===== src/sv/brs_pkg.sv =====
// Shared constants, types and helpers for the bilinear RGB sampler.
package brs_pkg;

  // Store geometry and fixed point format
  localparam int MAX_ROWS    = 512;
  localparam int MAX_COLS    = 512;
  localparam int FRAC_BITS   = 9;
  localparam int STORE_DEPTH = MAX_ROWS * MAX_COLS;
  localparam int ADDR_W      = $clog2(STORE_DEPTH);
  localparam int ROW_DIM_W   = $clog2(MAX_ROWS + 1);
  localparam int COL_DIM_W   = $clog2(MAX_COLS + 1);

  // Field widths of the item channels
  localparam int CFG_W     = 10;
  localparam int PIX_W     = 24;
  localparam int CH_W      = 8;
  localparam int NUM_CH    = 3;
  localparam int COORD_W   = 9;
  localparam int FFRAC_W   = 9;
  localparam int IDX_W     = 18;
  localparam int WADDR_W   = 18;
  localparam int APB_DW    = 32;
  localparam int APB_AW    = 3;

  // Weight holds 0..2^FRAC_BITS, accumulator holds the sum of four weighted channel values
  localparam int WGT_W     = FRAC_BITS + 1;
  localparam int ACC_W     = WGT_W + CH_W + 2;
  localparam int CMP_W     = 16;
  localparam int BASE_W    = COORD_W + ROW_DIM_W + 1;

  localparam logic [CFG_W-1:0] ROWS_RESET = CFG_W'(512);
  localparam logic [CFG_W-1:0] COLS_RESET = CFG_W'(512);

  typedef enum logic {
    OP_WRITE  = 1'b0,
    OP_SAMPLE = 1'b1
  } op_t;

  typedef enum logic {
    REG_ROWS = 1'b0,
    REG_COLS = 1'b1
  } reg_idx_t;

  typedef enum logic [2:0] {
    S_IDLE,
    S_PREP,
    S_RD0,
    S_RD1,
    S_RD2,
    S_RD3,
    S_LAST,
    S_FIN
  } state_t;

  // Sequencer to blend unit
  typedef struct packed {
    logic       clear;
    logic       wgt_load;
    logic [1:0] wgt_sel;
    logic       mac_en;
  } blend_ctl_t;

  function automatic logic [ROW_DIM_W-1:0] clamp_rows(input logic [CFG_W-1:0] v);
    logic [ROW_DIM_W-1:0] res;
    if (32'(v) < 2) res = ROW_DIM_W'(2);
    else if (32'(v) > MAX_ROWS) res = ROW_DIM_W'(MAX_ROWS);
    else res = ROW_DIM_W'(v);
    return res;
  endfunction

  function automatic logic [COL_DIM_W-1:0] clamp_cols(input logic [CFG_W-1:0] v);
    logic [COL_DIM_W-1:0] res;
    if (32'(v) < 2) res = COL_DIM_W'(2);
    else if (32'(v) > MAX_COLS) res = COL_DIM_W'(MAX_COLS);
    else res = COL_DIM_W'(v);
    return res;
  endfunction

endpackage


===== src/sv/brs_blend.sv =====
// Weight generation and per-channel multiply-accumulate over four neighbours.
module brs_blend (
  input  logic                          clk,
  input  brs_pkg::blend_ctl_t           ctl,
  input  logic [brs_pkg::FRAC_BITS-1:0] frac_x,
  input  logic [brs_pkg::FRAC_BITS-1:0] frac_y,
  input  logic [brs_pkg::PIX_W-1:0]     pix,
  output logic [brs_pkg::CH_W-1:0]      red,
  output logic [brs_pkg::CH_W-1:0]      green,
  output logic [brs_pkg::CH_W-1:0]      blue
);
  import brs_pkg::*;

  localparam logic [WGT_W-1:0] ONE    = WGT_W'(1) << FRAC_BITS;
  localparam int               SUM_W  = ACC_W - FRAC_BITS;
  localparam logic [SUM_W-1:0] CH_MAX = SUM_W'((1 << CH_W) - 1);

  logic [WGT_W-1:0]   fa;
  logic [WGT_W-1:0]   fb;
  logic [2*WGT_W-1:0] wprod;
  logic [WGT_W-1:0]   wgt_nxt;
  logic [WGT_W-1:0]   wgt_r;
  logic [ACC_W-1:0]   acc_r [NUM_CH];
  logic [CH_W-1:0]    chan  [NUM_CH];
  logic [SUM_W-1:0]   sum   [NUM_CH];
  logic [CH_W-1:0]    sat   [NUM_CH];

  // weight for neighbour: bit 0 picks fx or 1-fx, bit 1 picks fy or 1-fy
  always_comb begin
    fa      = ctl.wgt_sel[0] ? WGT_W'(frac_x) : ONE - WGT_W'(frac_x);
    fb      = ctl.wgt_sel[1] ? WGT_W'(frac_y) : ONE - WGT_W'(frac_y);
    wprod   = (2*WGT_W)'(fa) * (2*WGT_W)'(fb);
    wgt_nxt = wprod[FRAC_BITS +: WGT_W];
  end

  always_ff @(posedge clk) begin
    if (ctl.wgt_load) begin
      wgt_r <= wgt_nxt;
    end
  end

  // channel lanes, red in the top byte
  always_comb begin
    for (int c = 0; c < NUM_CH; c++) begin
      chan[c] = pix[PIX_W - CH_W*(c+1) +: CH_W];
    end
  end

  // accumulate weighted channels
  always_ff @(posedge clk) begin
    for (int c = 0; c < NUM_CH; c++) begin
      if (ctl.clear) begin
        acc_r[c] <= '0;
      end else if (ctl.mac_en) begin
        acc_r[c] <= acc_r[c] + ACC_W'(ACC_W'(wgt_r) * ACC_W'(chan[c]));
      end
    end
  end

  // floor and saturate
  always_comb begin
    for (int c = 0; c < NUM_CH; c++) begin
      sum[c] = acc_r[c][FRAC_BITS +: SUM_W];
      sat[c] = (sum[c] > CH_MAX) ? CH_W'(CH_MAX) : CH_W'(sum[c]);
    end
  end

  assign red   = sat[0];
  assign green = sat[1];
  assign blue  = sat[2];

endmodule


===== config.mk =====
export PLATFORM = sky130hd
export DESIGN_NAME = brs_blend
export DESIGN_NICKNAME = d
export VERILOG_FILES = /design/src/sv/brs_pkg.sv /design/src/sv/brs_blend.sv
export SDC_FILE = /design/constraint.sdc
export NUM_CORES = 1
export LEC_CHECK = 0
export BUFFER_PORTS_ARGS = -buffer_cell sky130_fd_sc_hd__buf_4
export CAP_MARGIN = 30
export CORE_ASPECT_RATIO = 0.6
export CORE_UTILIZATION = 45
export DETAILED_ROUTE_END_ITERATION = 8
export GPL_TIMING_DRIVEN = 0
export PLACE_DENSITY = 0.61
export RECOVER_POWER = 25
export SLEW_MARGIN = 20
export SYNTH_ARGS = -nofsm -noshare
export SYNTH_HDL_FRONTEND = slang
export SYNTH_SLANG_ARGS = --single-unit

===== constraint.sdc =====
create_clock -name clk -period 8.9 [get_ports clk]
set_input_delay 0.89 -clock clk [delete_from_list [all_inputs] [get_ports clk]]
set_output_delay 0.89 -clock clk [all_outputs]
set_load 0.05 [all_outputs]

==> impl_summary.txt, run 1 <==
----------------------------------------------------
[Flow run]
  Count of maximum capacitance violations ... 2

[Clocking]
  Clk Latency, worst-skew pair ... 370 ps
  H-tree level count ... 3
  CTS resizes ... 0
  Clock tree from TritonCTS ... built
  Root cell of the clock tree ... sky130_fd_sc_hd__clkbuf_16
  Post-CTS Setup Inserts ... 0
  Number of clock sinks ... 70
  Clock-pin slew on the worst setup and hold paths ... 60 ps
  Largest buffer count on any clock path ... 2
  Number of buffers inserted during clock tree synthesis ... 9
  Number of hold buffers added after CTS ... 0

[Detailed routing]
  Total via count in the routed design ... 10.9k
  DRT iter0 DRCs ... 766
  Antenna Violating Nets Remaining ... 0
  Iteration count of the initial detailed-routing pass ... 7
  Via-to-Cell Ratio ... 5.15
  Routed len/inst ... 17.8 µm
  Total detailed-routing wirelength ... 37.4 mm
  Count of unresolved DRC violations after routing ... 0

[Timing]
  Total of endpoints with negative setup slack in the final report ... 0
  Final-report max-slew violation count ... 63
  Fraction of the cycle the final worst path needs ... 79.4%
  Setup repair after global routing missed its margin ... false
  Worst clock skew on the final layout ... 12.8 ps
  Final critical path time including I/O delays and setup ... 7070 ps
  Hold_ws ... 656 ps
  Relative slew slack ... -65.8%
  Post-route worst setup slack ... 1830 ps
  Slew @ Worst Pin ... 2490 ps
  Sum of negative setup slack ... 0 ps
  Final hold violation count ... 0
  Achievable clock frequency ... 141 MHz

[Worst setup path]
  Endpoint kind of the worst setup timing path ... register
  WP data required ... 9010 ps
  Maximum fanout along the worst path ... 10
  Setup CP Type ... input port to register
  Critical path startpoint category ... input port
  Critical path arrival ... 7180 ps

[Die]
  Standard-cell row count ... 51
  Core area ... 32500 µm²
  Die outline height ... 143 µm
  I/O pin count ... 72
  Die extent in x ... 237 µm
  Initial Utilization ... 45.9%
  Die footprint ... 33900 µm²

[Global routing]
  Wire length of the first global-routing pass ... 61.7 mm
  Antenna violations before repair ... 3
  Overall global routing resource usage ... 23.7%
  Via count of the first global-routing pass ... 11.2k
  Pin count of the biggest net entering global routing ... 33
  Global-route congestion overflow total ... 0

[Yosys]
  Number of enable-type register cells in the synthesized netlist ... 70
  Share of synthesized cell area in and, or, nand and nor gates ... 16.9%
  Count of unique library cells instantiated by Yosys ... 60
  Number of warnings issued by yosys ... 0
  Part of the Yosys area used for sequential elements ... 14.1%
  Count of state elements after synthesis ... 70
  Multiplexer share of the synthesized area ... 0.427%
  Number of nets produced by synthesis ... 2086
  Primary flip-flop cell chosen by synthesis mapping ... sky130_fd_sc_hd__edfxtp_1
  Cells taking the most area after synthesis ... sky130_fd_sc_hd__fa_1, sky130_fd_sc_hd__ha_1, sky130_fd_sc_hd__edfxtp_1
  Cell area after technology mapping ... 14900 µm²
  Share of synthesized registers carrying an async set or reset ... 0%
  Share of the synthesized area in compound gates (AO/OA/AOI/OAI) ... 6.54%
  Cell type contributing the most total cell area after synthesis ... sky130_fd_sc_hd__fa_1
  Arithmetic-cell share of the synthesized area counting full adders, half adders and majority gates ... 48.7%
  Average footprint of a synthesized cell ... 9.29 µm²
  Fraction of synthesized cell area in xor and xnor cells ... 3.75%
  Post-synth top area share ... 33.8%
  Dominant combinational cell family by area after synthesis ... adder cells
  Count of mapped cells out of synthesis ... 1608

[Layout]
  Fraction of layout instances using a drive strength above 1 ... 5.64%
  Number of nets at the end of the flow ... 2158
  Most frequent cells in the layout ... sky130_fd_sc_hd__inv_1, sky130_fd_sc_hd__fa_1, sky130_fd_sc_hd__nand2_1
  Signed area change from the synthesized netlist to the final layout ... 8.12%
  Fill cell count ... 3059
  Post-layout instance area ... 16100 µm²
  Total inserted antenna cells ... 0
  Most common library cell in the layout ignoring fill and taps ... sky130_fd_sc_hd__inv_1

[Worst hold path]
  Class of the tightest hold or removal check ... register to register

[Outcome]
  Outcome ... finished, violations left
  Failing checks ... max-capacitance violations, max-slew violations

[Placed design]
  Final weighted congestion in routability-driven placement ... 0.891
  Placement Cell Area ... 15900 µm²
  Detailed placer's ending HPWL ... 31.3 mm
  Count of buffers from port buffering ... 54
  Worst slack at placement ... 1530 ps

----------------------------------------------------
worst max-delay path, stage by stage:
cell	delay [ps]
sky130_fd_sc_hd__buf_4	160
sky130_fd_sc_hd__inv_1	140
sky130_fd_sc_hd__ha_1	200
sky130_fd_sc_hd__nor2b_1	300
sky130_fd_sc_hd__a21oi_1	130
sky130_fd_sc_hd__xnor2_1	800
sky130_fd_sc_hd__nor2_1	180
sky130_fd_sc_hd__fa_1	480
sky130_fd_sc_hd__fa_1	480
sky130_fd_sc_hd__inv_1	50
sky130_fd_sc_hd__fa_1	520
sky130_fd_sc_hd__inv_1	50
sky130_fd_sc_hd__fa_1	470
sky130_fd_sc_hd__inv_1	50
sky130_fd_sc_hd__fa_1	470
sky130_fd_sc_hd__inv_1	50
sky130_fd_sc_hd__ha_1	190
sky130_fd_sc_hd__a2111oi_0	350
sky130_fd_sc_hd__o21ai_1	220
sky130_fd_sc_hd__o2111ai_1	340
sky130_fd_sc_hd__a21o_1	230
sky130_fd_sc_hd__o21ai_2	100
sky130_fd_sc_hd__o31ai_2	220
sky130_fd_sc_hd__xnor2_1	100
kinds of logic after synthesis:
| family | Yosys count |
|---|---|
| DFF | 70 |
| AOI/OAI and AO/OA | 142 |
| xor gates and xnor gates | 64 |
| and+or+nand+nor | 519 |
| muxes | 5 |
| adders and majority gates | 430 |
| buffers and inverters | 378 |
worst paths after layout:
kind / start / end / slack, ps / cells past startpoint
worst max-delay path: frac_y[0] / wgt_r[9]$_DFFE_PP_ / 1830 / 24
worst min-delay path: acc_r[1][0]$_SDFFCE_PN0P_ / acc_r[1][0]$_SDFFCE_PN0P_ / 660 / 2
worst max register to register: wgt_r[8]$_DFFE_PP_ / acc_r[0][18]$_SDFFCE_PN0P_ / 3220 / 17
worst min register to register: acc_r[1][0]$_SDFFCE_PN0P_ / acc_r[1][0]$_SDFFCE_PN0P_ / 660 / 2
flip-flops by register name (all words and copies together), names as in the netlist:
name / flops
wgt_r: 10
acc_r: 60
per-stage QoR:
step | std cells | utilization (%)
floorplan | 1608 | -
global placement | 2086 | 48.8
detailed placement | 2089 | 48.9
CTS | 2103 | 49.6
global route | 2107 | 49.6
finish | 2107 | 49.6
synthesized netlist by cell type (3+ instances only):
cell and count:
sky130_fd_sc_hd__nor2_1 110, sky130_fd_sc_hd__nand2b_1 35, sky130_fd_sc_hd__or3_1 5, sky130_fd_sc_hd__or2_2 5, sky130_fd_sc_hd__nand3_1 4, sky130_fd_sc_hd__a21oi_1 36, sky130_fd_sc_hd__fa_1 252, sky130_fd_sc_hd__xor2_1 23
sky130_fd_sc_hd__edfxtp_1 70, sky130_fd_sc_hd__o21ai_0 28, sky130_fd_sc_hd__ha_1 178, sky130_fd_sc_hd__inv_1 334, sky130_fd_sc_hd__mux2i_1 3, sky130_fd_sc_hd__nor3_1 22, sky130_fd_sc_hd__a21o_1 17, sky130_fd_sc_hd__and3_1 3
sky130_fd_sc_hd__nand2_1 185, sky130_fd_sc_hd__o21ai_1 5, sky130_fd_sc_hd__a31oi_1 4, sky130_fd_sc_hd__nor2b_1 10, sky130_fd_sc_hd__and2_1 124, sky130_fd_sc_hd__o21bai_1 3, sky130_fd_sc_hd__nand4_1 3, sky130_fd_sc_hd__clkbuf_1 42
sky130_fd_sc_hd__o21a_1 11, sky130_fd_sc_hd__a211oi_1 6, sky130_fd_sc_hd__xnor2_1 41
cell type report:
class                   count  area, µm²  area share, %
well taps                 424        531           3.29
repair buffers             61        437           2.71
clock buffers              10        229           1.42
plain buffers              44        174           1.08
clock inverters             4       16.3          0.101
inverters                 334       1250           7.77
multi-input cells        1160      11400           70.6
flip-flops and latches     70       2100           13.0
per-layer routing:
metal,track usage [%],share of wire (%)
met1,38.0,53
met4,4.24,1.2
met5,0,0
met3,4.58,6.5
met2,32.7,39
Power of run 1 is not shown: default switching activity piles up to over one toggle a cycle in this logic, so the estimate is an artifact.
==> run 2, diff against run 1 <==
Settings changed: PLACE_DENSITY 0.61 to 0.63.
Clock period 8.9 ns to 5.9 ns, I/O delays scaled along.
==> run 2 against run 1 <==
Net effect: the flow still finishes with violations (max-capacitance violations, max-slew violations); non-clock buffer count up 19; design area grew 2.8%; count of clock-buffer cells in the layout is 1 lower; die area did not move; worst setup slack worse by 1800 ps; flip-flop and latch count unchanged.
==> impl_summary.txt, run 2 (synthesized netlist as in run 1, its figures left out) <==
----------------------------------------------------
[Outcome]
  Outcome ... finished, violations left (unchanged)
  Failing checks ... max-capacitance violations, max-slew violations (unchanged)

[Flow run]
  Count of maximum capacitance violations ... 2 (unchanged)

[Worst hold path]
  Hold Path Origin ... acc_r[1][0]$_SDFFCE_PN0P_ (unchanged)
  Class of the tightest hold or removal check ... register to register (unchanged)

[Detailed routing]
  Count of unresolved DRC violations after routing ... 0 (unchanged)
  Iteration count of the initial detailed-routing pass ... 5 (was 7)
  Total via count in the routed design ... 11.0k (was 10.9k)
  Antenna Violating Nets Remaining ... 0 (unchanged)
  DRT iter0 DRCs ... 734 (was 766)
  Via-to-Cell Ratio ... 5.16 (was 5.15)
  Routed len/inst ... 17.7 µm (was 17.8 µm)
  Total detailed-routing wirelength ... 37.7 mm (was 37.4 mm)

[Timing]
  Final critical path time including I/O delays and setup ... 5820 ps
  Total of endpoints with negative setup slack in the final report ... 0 (unchanged)
  Slew @ Worst Pin ... 2310 ps (was 2490 ps)
  Final hold violation count ... 0 (unchanged)
  Setup repair after global routing missed its margin ... true (was false)
  Fraction of the cycle the final worst path needs ... 98.7%
  Worst clock skew on the final layout ... 13.5 ps (was 12.8 ps)
  Relative slew slack ... -54.2% (was -65.8%)
  Achievable clock frequency ... 172 MHz
  Final-report max-slew violation count ... 63 (unchanged)

[Clocking]
  Number of buffers inserted during clock tree synthesis ... 9 (unchanged)
  Number of clock sinks ... 70 (unchanged)
  Clock-pin slew on the worst setup and hold paths ... 60 ps (about the same)
  Root cell of the clock tree ... sky130_fd_sc_hd__clkbuf_16 (unchanged)
  Clock tree from TritonCTS ... built (unchanged)
  Largest buffer count on any clock path ... 2 (unchanged)
  Number of hold buffers added after CTS ... 0 (unchanged)
  H-tree level count ... 3 (unchanged)
  Clk Latency, worst-skew pair ... 380 ps (was 370 ps)

[Worst setup path]
  WP data required ... 6020 ps (was 9010 ps)
  Crit path launch ... frac_y[0] (unchanged)
  Critical register-to-register path startpoint ... wgt_r[7]$_DFFE_PP_ (was wgt_r[8]$_DFFE_PP_)
  Critical path startpoint category ... input port (unchanged)
  Endpoint kind of the worst setup timing path ... register (unchanged)
  Flop2flop setup slack ... 210 ps (was 3220 ps)
  Cell with the most instances on the worst path ... sky130_fd_sc_hd__fa_1
  Crit-path cells ... buf_4, inv_2, ha_1, nor2b_4, a21oi_1, xnor2_2, buf_4, nor2_1, fa_1, fa_1, ha_1, fa_1, inv_1, fa_1, inv_1, ha_1, a2111oi_4, o21ai_2, o2111ai_2, a21o_1, o21ai_4, o31ai_4, xnor2_1 (was buf_4, inv_1, ha_1, nor2b_1, a21oi_1, xnor2_1, nor2_1, fa_1, fa_1, inv_1, fa_1, inv_1, fa_1, inv_1, fa_1, inv_1, ha_1, a2111oi_0, o21ai_1, o2111ai_1, a21o_1, o21ai_2, o31ai_2, xnor2_1)
  Maximum fanout along the worst path ... 9 (was 10)
  Critical path arrival ... 5940 ps (was 7180 ps)
  CP max stage delay ... 490 ps (was 800 ps)
  Critical-path top delay cell ... sky130_fd_sc_hd__fa_1 (was sky130_fd_sc_hd__xnor2_1)
  Setup CP Type ... input port to register (unchanged)

[Global routing]
  Met2 usage in global routing ... 32.3% (was 32.7%)
  Overall global routing resource usage ... 23.7% (about the same)
  Wire length of the first global-routing pass ... 60.6 mm (was 61.7 mm)
  Global Route met1 Usage ... 36.4% (was 38.0%)
  Via count of the first global-routing pass ... 11.0k (was 11.2k)
  GRT Max-Usage Layer ... met1 (unchanged)
  Antenna violations before repair ... 0 (was 3)
  Global-route congestion overflow total ... 0 (unchanged)
  Pin count of the biggest net entering global routing ... 34 (was 33)
  Fraction of met3 tracks used by global routing ... 7.29% (was 4.58%)

[Layout]
  Post-layout instance area ... 16600 µm² (was 16100 µm²)
  Number of nets at the end of the flow ... 2177 (was 2158)
  Max FFs per register ... 60 (unchanged)
  Fraction of layout instances using a drive strength above 1 ... 8.93% (was 5.64%)
  Fill cell count ... 3033 (was 3059)
  Signed area change from the synthesized netlist to the final layout ... 11.1% (was 8.12%)
  Largest registers ... acc_r: 60 flops, wgt_r: 10 flops (unchanged)
  Total area of sequential cells ... 2100 µm² (unchanged)
  Combined area of the multi-input logic cells ... 11700 µm² (was 11400 µm²)
  Most common library cell in the layout ignoring fill and taps ... sky130_fd_sc_hd__inv_1 (unchanged)
  Most frequent cells in the layout ... sky130_fd_sc_hd__inv_1, sky130_fd_sc_hd__fa_1, sky130_fd_sc_hd__nand2_1 (unchanged)
  Largest reg by FF count ... acc_r (unchanged)

[Die]
  Core area ... 32500 µm² (unchanged)
  Die footprint ... 33900 µm² (unchanged)
  Die extent in x ... 237 µm (unchanged)
  Standard-cell row count ... 51 (unchanged)
  Initial Utilization ... 45.9% (unchanged)
  I/O pin count ... 72 (unchanged)
  Die outline height ... 143 µm (unchanged)

[Placed design]
  Placement Cell Area ... 15900 µm² (about the same)
  Count of buffers from port buffering ... 54 (unchanged)
  Final weighted congestion in routability-driven placement ... 0.909 (was 0.891)
  Detailed placer's ending HPWL ... 31.0 mm (was 31.3 mm)

----------------------------------------------------
## run 2: area by class of cell
type	instances	area share (%)
buffer	44	1.07
inverter	334	7.58
clock buffer	9	1.36
timing repair buffer	80	3.54
clock inverter	6	0.324
multi-input combinational	1160	70.3
tap	424	3.20
antenna	1	0.0151
sequential	70	12.7
## run 2: critical path, delay by kind of cell
family | cells | cell delay, ps
AOI/OAI and AO/OA | 7 | 1600
xor gates and xnor gates | 2 | 270
adders and majority gates | 7 | 2700
buffers and inverters | 5 | 550
and+or+nand+nor | 2 | 230
## run 2: stage by stage
stage	util [%]	worst slack, ps	setup TNS, ps	hold slack [ps]	instances
finish	51.0	76.4	0	656	2128
global route	51.0	-89.0	-148	691	2127
CTS	50.4	23.9	0	513	2114
detailed placement	48.9	-1020	-8370	638	2089
global placement	48.8	-1030	-8640	636	2086
floorplan	-	60.9	0	622	1608
## run 2: worst paths after layout
path                                      to  depth (start not counted)
setup / recovery          wgt_r[9]$_DFFE_PP_                         23
hold / removal     acc_r[1][0]$_SDFFCE_PN0P_                          2
setup reg to reg  acc_r[0][18]$_SDFFCE_PN0P_                         17
hold reg to reg    acc_r[1][0]$_SDFFCE_PN0P_                          2
## run 2: what timing repair did
item / in CTS / in global routing
pin swaps: 7 / 14
setup buffers: 10 / 10
gates resized for setup: 22 / 27
endpoints found under the setup margin: 10 / 11
## run 2: metal layers
layer | vias to the layer above | wire length [µm]
met5 | - | 0
met4 | 0 | 478
met3 | 33 | 3380
met2 | 345 | 14800
met1 | 5423 | 19000
li1 | 5172 | -
Power of run 2 is left out for the same reason.
==> run 3, diff against run 2 <==
Settings changed: CELL_PAD_IN_SITES_DETAIL_PLACEMENT from default to 1, CELL_PAD_IN_SITES_GLOBAL_PLACEMENT from default to 2, CORE_UTILIZATION 45 to 37, PLACE_DENSITY 0.63 to 0.78.
==> run 3 against run 2 <==
Net effect: the flow still finishes with violations (max-capacitance violations, max-slew violations); critical endpoint unchanged; largest cell class unchanged; global-route usage fell by 1.0 points; count of clock-buffer cells in the layout stayed put; fmax decreased by 0.40%; register-to-register slack better by 20 ps; design area grew 2.1%; critical path depth is 2 higher; highest routed layer unchanged; first-iteration DRC count fell by 11%; wire length up 18%.
==> impl_summary.txt, run 3 (synthesized netlist as in run 1, its figures left out) <==
----------------------------------------------------
[Detailed routing]
  Count of unresolved DRC violations after routing ... 0 (unchanged)
  Total detailed-routing wirelength ... 44.3 mm (was 37.7 mm)
  Antenna Violating Nets Remaining ... 0 (unchanged)
  DRT iter0 DRCs ... 655 (was 734)
  Via-to-Cell Ratio ... 4.96 (was 5.16)
  Total via count in the routed design ... 11.1k (was 11.0k)
  Iteration count of the initial detailed-routing pass ... 7 (was 5)
  Routed len/inst ... 19.8 µm (was 17.7 µm)

[Worst setup path]
  Cell with the most instances on the worst path ... sky130_fd_sc_hd__fa_1 (unchanged)
  Delay-heaviest family, CP ... adder cells (unchanged)
  Critical path startpoint category ... input port (unchanged)
  Critical path arrival ... 5960 ps (was 5940 ps)
  Setup CP Type ... input port to register (unchanged)
  CP max stage delay ... 570 ps (was 490 ps)
  WP data required ... 6010 ps (was 6020 ps)
  Maximum fanout along the worst path ... 3 (was 9)
  Critical-path top delay cell ... sky130_fd_sc_hd__fa_1 (unchanged)
  Buffers & Inverters on Critical Path ... 7 (was 5)
  Endpoint kind of the worst setup timing path ... register (unchanged)

[Layout]
  Max FFs per register ... 60 (unchanged)
  Most frequent cells in the layout ... sky130_fd_sc_hd__inv_1, sky130_fd_sc_hd__fa_1, sky130_fd_sc_hd__nand2_1 (unchanged)
  Largest registers ... acc_r: 60 flops, wgt_r: 10 flops (unchanged)
  Fraction of layout instances using a drive strength above 1 ... 10.4% (was 8.93%)
  Post-layout instance area ... 16900 µm² (was 16600 µm²)
  Largest reg by FF count ... acc_r (unchanged)
  Fill cell count ... 4556 (was 3033)
  Number of nets at the end of the flow ... 2188 (was 2177)
  Most common library cell in the layout ignoring fill and taps ... sky130_fd_sc_hd__inv_1 (unchanged)
  Signed area change from the synthesized netlist to the final layout ... 13.5% (was 11.1%)

[Placed design]
  Final weighted congestion in routability-driven placement ... 0.841 (was 0.909)
  Placement Cell Area ... 16100 µm² (was 15900 µm²)
  Count of buffers from port buffering ... 54 (unchanged)
  Detailed placer's ending HPWL ... 36.3 mm (was 31.0 mm)

[Clocking]
  Number of clock sinks ... 70 (unchanged)
  Number of hold buffers added after CTS ... 0 (unchanged)
  Root cell of the clock tree ... sky130_fd_sc_hd__clkbuf_16 (unchanged)
  Number of buffers inserted during clock tree synthesis ... 9 (unchanged)
  Largest buffer count on any clock path ... 2 (unchanged)
  Clk Latency, worst-skew pair ... 380 ps (about the same)
  Clock-pin slew on the worst setup and hold paths ... 60 ps (about the same)
  H-tree level count ... 3 (unchanged)
  Clock tree from TritonCTS ... built (unchanged)

[Global routing]
  Via count of the first global-routing pass ... 11.8k (was 11.0k)
  Antenna violations before repair ... 1 (was 0)
  Pin count of the biggest net entering global routing ... 40 (was 34)
  Overall global routing resource usage ... 22.7% (was 23.7%)
  Global-route congestion overflow total ... 0 (unchanged)
  Wire length of the first global-routing pass ... 69.8 mm (was 60.6 mm)

[Timing]
  Fraction of the cycle the final worst path needs ... 99.1% (was 98.7%)
  Final hold violation count ... 0 (unchanged)
  Worst clock skew on the final layout ... 14.4 ps (was 13.5 ps)
  Final-report max-slew violation count ... 39 (was 63)
  Slew @ Worst Pin ... 3220 ps (was 2310 ps)
  Achievable clock frequency ... 171 MHz (was 172 MHz)
  Relative slew slack ... -115% (was -54.2%)
  Final critical path time including I/O delays and setup ... 5850 ps (was 5820 ps)
  Hold_ws ... 666 ps (was 656 ps)
  Setup repair after global routing missed its margin ... true (unchanged)
  Total of endpoints with negative setup slack in the final report ... 0 (unchanged)

[Die]
  Die extent in x ... 261 µm (was 237 µm)
  Core area ... 39400 µm² (was 32500 µm²)
  I/O pin count ... 72 (unchanged)
  Die footprint ... 41200 µm² (was 33900 µm²)
  Die outline height ... 158 µm (was 143 µm)
  Standard-cell row count ... 56 (was 51)
  Initial Utilization ... 37.9% (was 45.9%)

[Outcome]
  Failing checks ... max-capacitance violations, max-slew violations (unchanged)
  Outcome ... finished, violations left (unchanged)

[Flow run]
  Count of maximum capacitance violations ... 1 (was 2)

[Worst hold path]
  Class of the tightest hold or removal check ... register to register (unchanged)

----------------------------------------------------
-- run 3: cell count changes in the layout (fill, tap and decap cells not counted), moves of 2 or more --
cell,delta
sky130_fd_sc_hd__buf_2,-2
sky130_fd_sc_hd__buf_4,+6
sky130_fd_sc_hd__buf_6,+5
sky130_fd_sc_hd__clkbuf_4,+2
sky130_fd_sc_hd__clkinv_1,-2
sky130_fd_sc_hd__inv_1,-5
sky130_fd_sc_hd__inv_2,+4
sky130_fd_sc_hd__nor2_1,-2
sky130_fd_sc_hd__xor2_2,-2
sky130_fd_sc_hd__xor2_4,+2
-- run 3: repair_timing --
item,CTS,global route
gates resized for setup,31,44
setup endpoints to repair,10,16
gates cloned,0,0
setup buffers,10,17
pin swaps,7,31
-- run 3: stage by stage --
step	setup slack [ps]	setup TNS, ps	utilization (%)	cells
6_report	53.2	0	43.0	2238
2_1_floorplan	60.9	0	-	1608
5_1_grt	-201	-684	43.0	2237
3_3_place_gp	-1570	-13800	40.6	2184
4_1_cts	-7.74	-7.74	42.2	2217
3_5_place_dp	-1340	-11770	40.8	2191
-- run 3: tightest hold or removal path: stages, from the launching register on --
cell and delay [ps]:
sky130_fd_sc_hd__edfxtp_1 330, sky130_fd_sc_hd__ha_1 120, sky130_fd_sc_hd__and2_1 110
-- run 3: per-layer routing --
layer / vias to the layer above / part of all wire [%] / wire (µm) / track usage [%]
met1: 5677 / 54 / 23700 / 36.5
met3: 24 / 5.7 / 2510 / 4.40
met2: 216 / 40 / 17700 / 31.4
met5: - / 0 / 0 / 0
li1: 5188 / - / - / -
met4: 0 / 0.89 / 396 / 3.13
-- run 3: path summary, 6_finish.rpt --
kind	startpoint	end	slack, ps	depth (start not counted)
max	frac_x[3]	wgt_r[9]$_DFFE_PP_	50	25
min	acc_r[1][0]$_SDFFCE_PN0P_	acc_r[1][0]$_SDFFCE_PN0P_	670	2
max reg2reg	wgt_r[9]$_DFFE_PP_	acc_r[2][17]$_SDFFCE_PN0P_	230	16
min reg2reg	acc_r[1][0]$_SDFFCE_PN0P_	acc_r[1][0]$_SDFFCE_PN0P_	670	2
-- run 3: final cells by class --
type	instances	area [µm²]	area share [%]
multi-input cells	1160	11700	69.1
plain buffers	44	176	1.04
flip-flops and latches	70	2100	12.4
clock inverters	7	88.8	0.524
clock buffers	9	225	1.33
well taps	522	653	3.86
diodes	1	2.50	0.0148
inverters	334	1260	7.44
repair buffers	91	721	4.25
Power of run 3 is left out for the same reason.
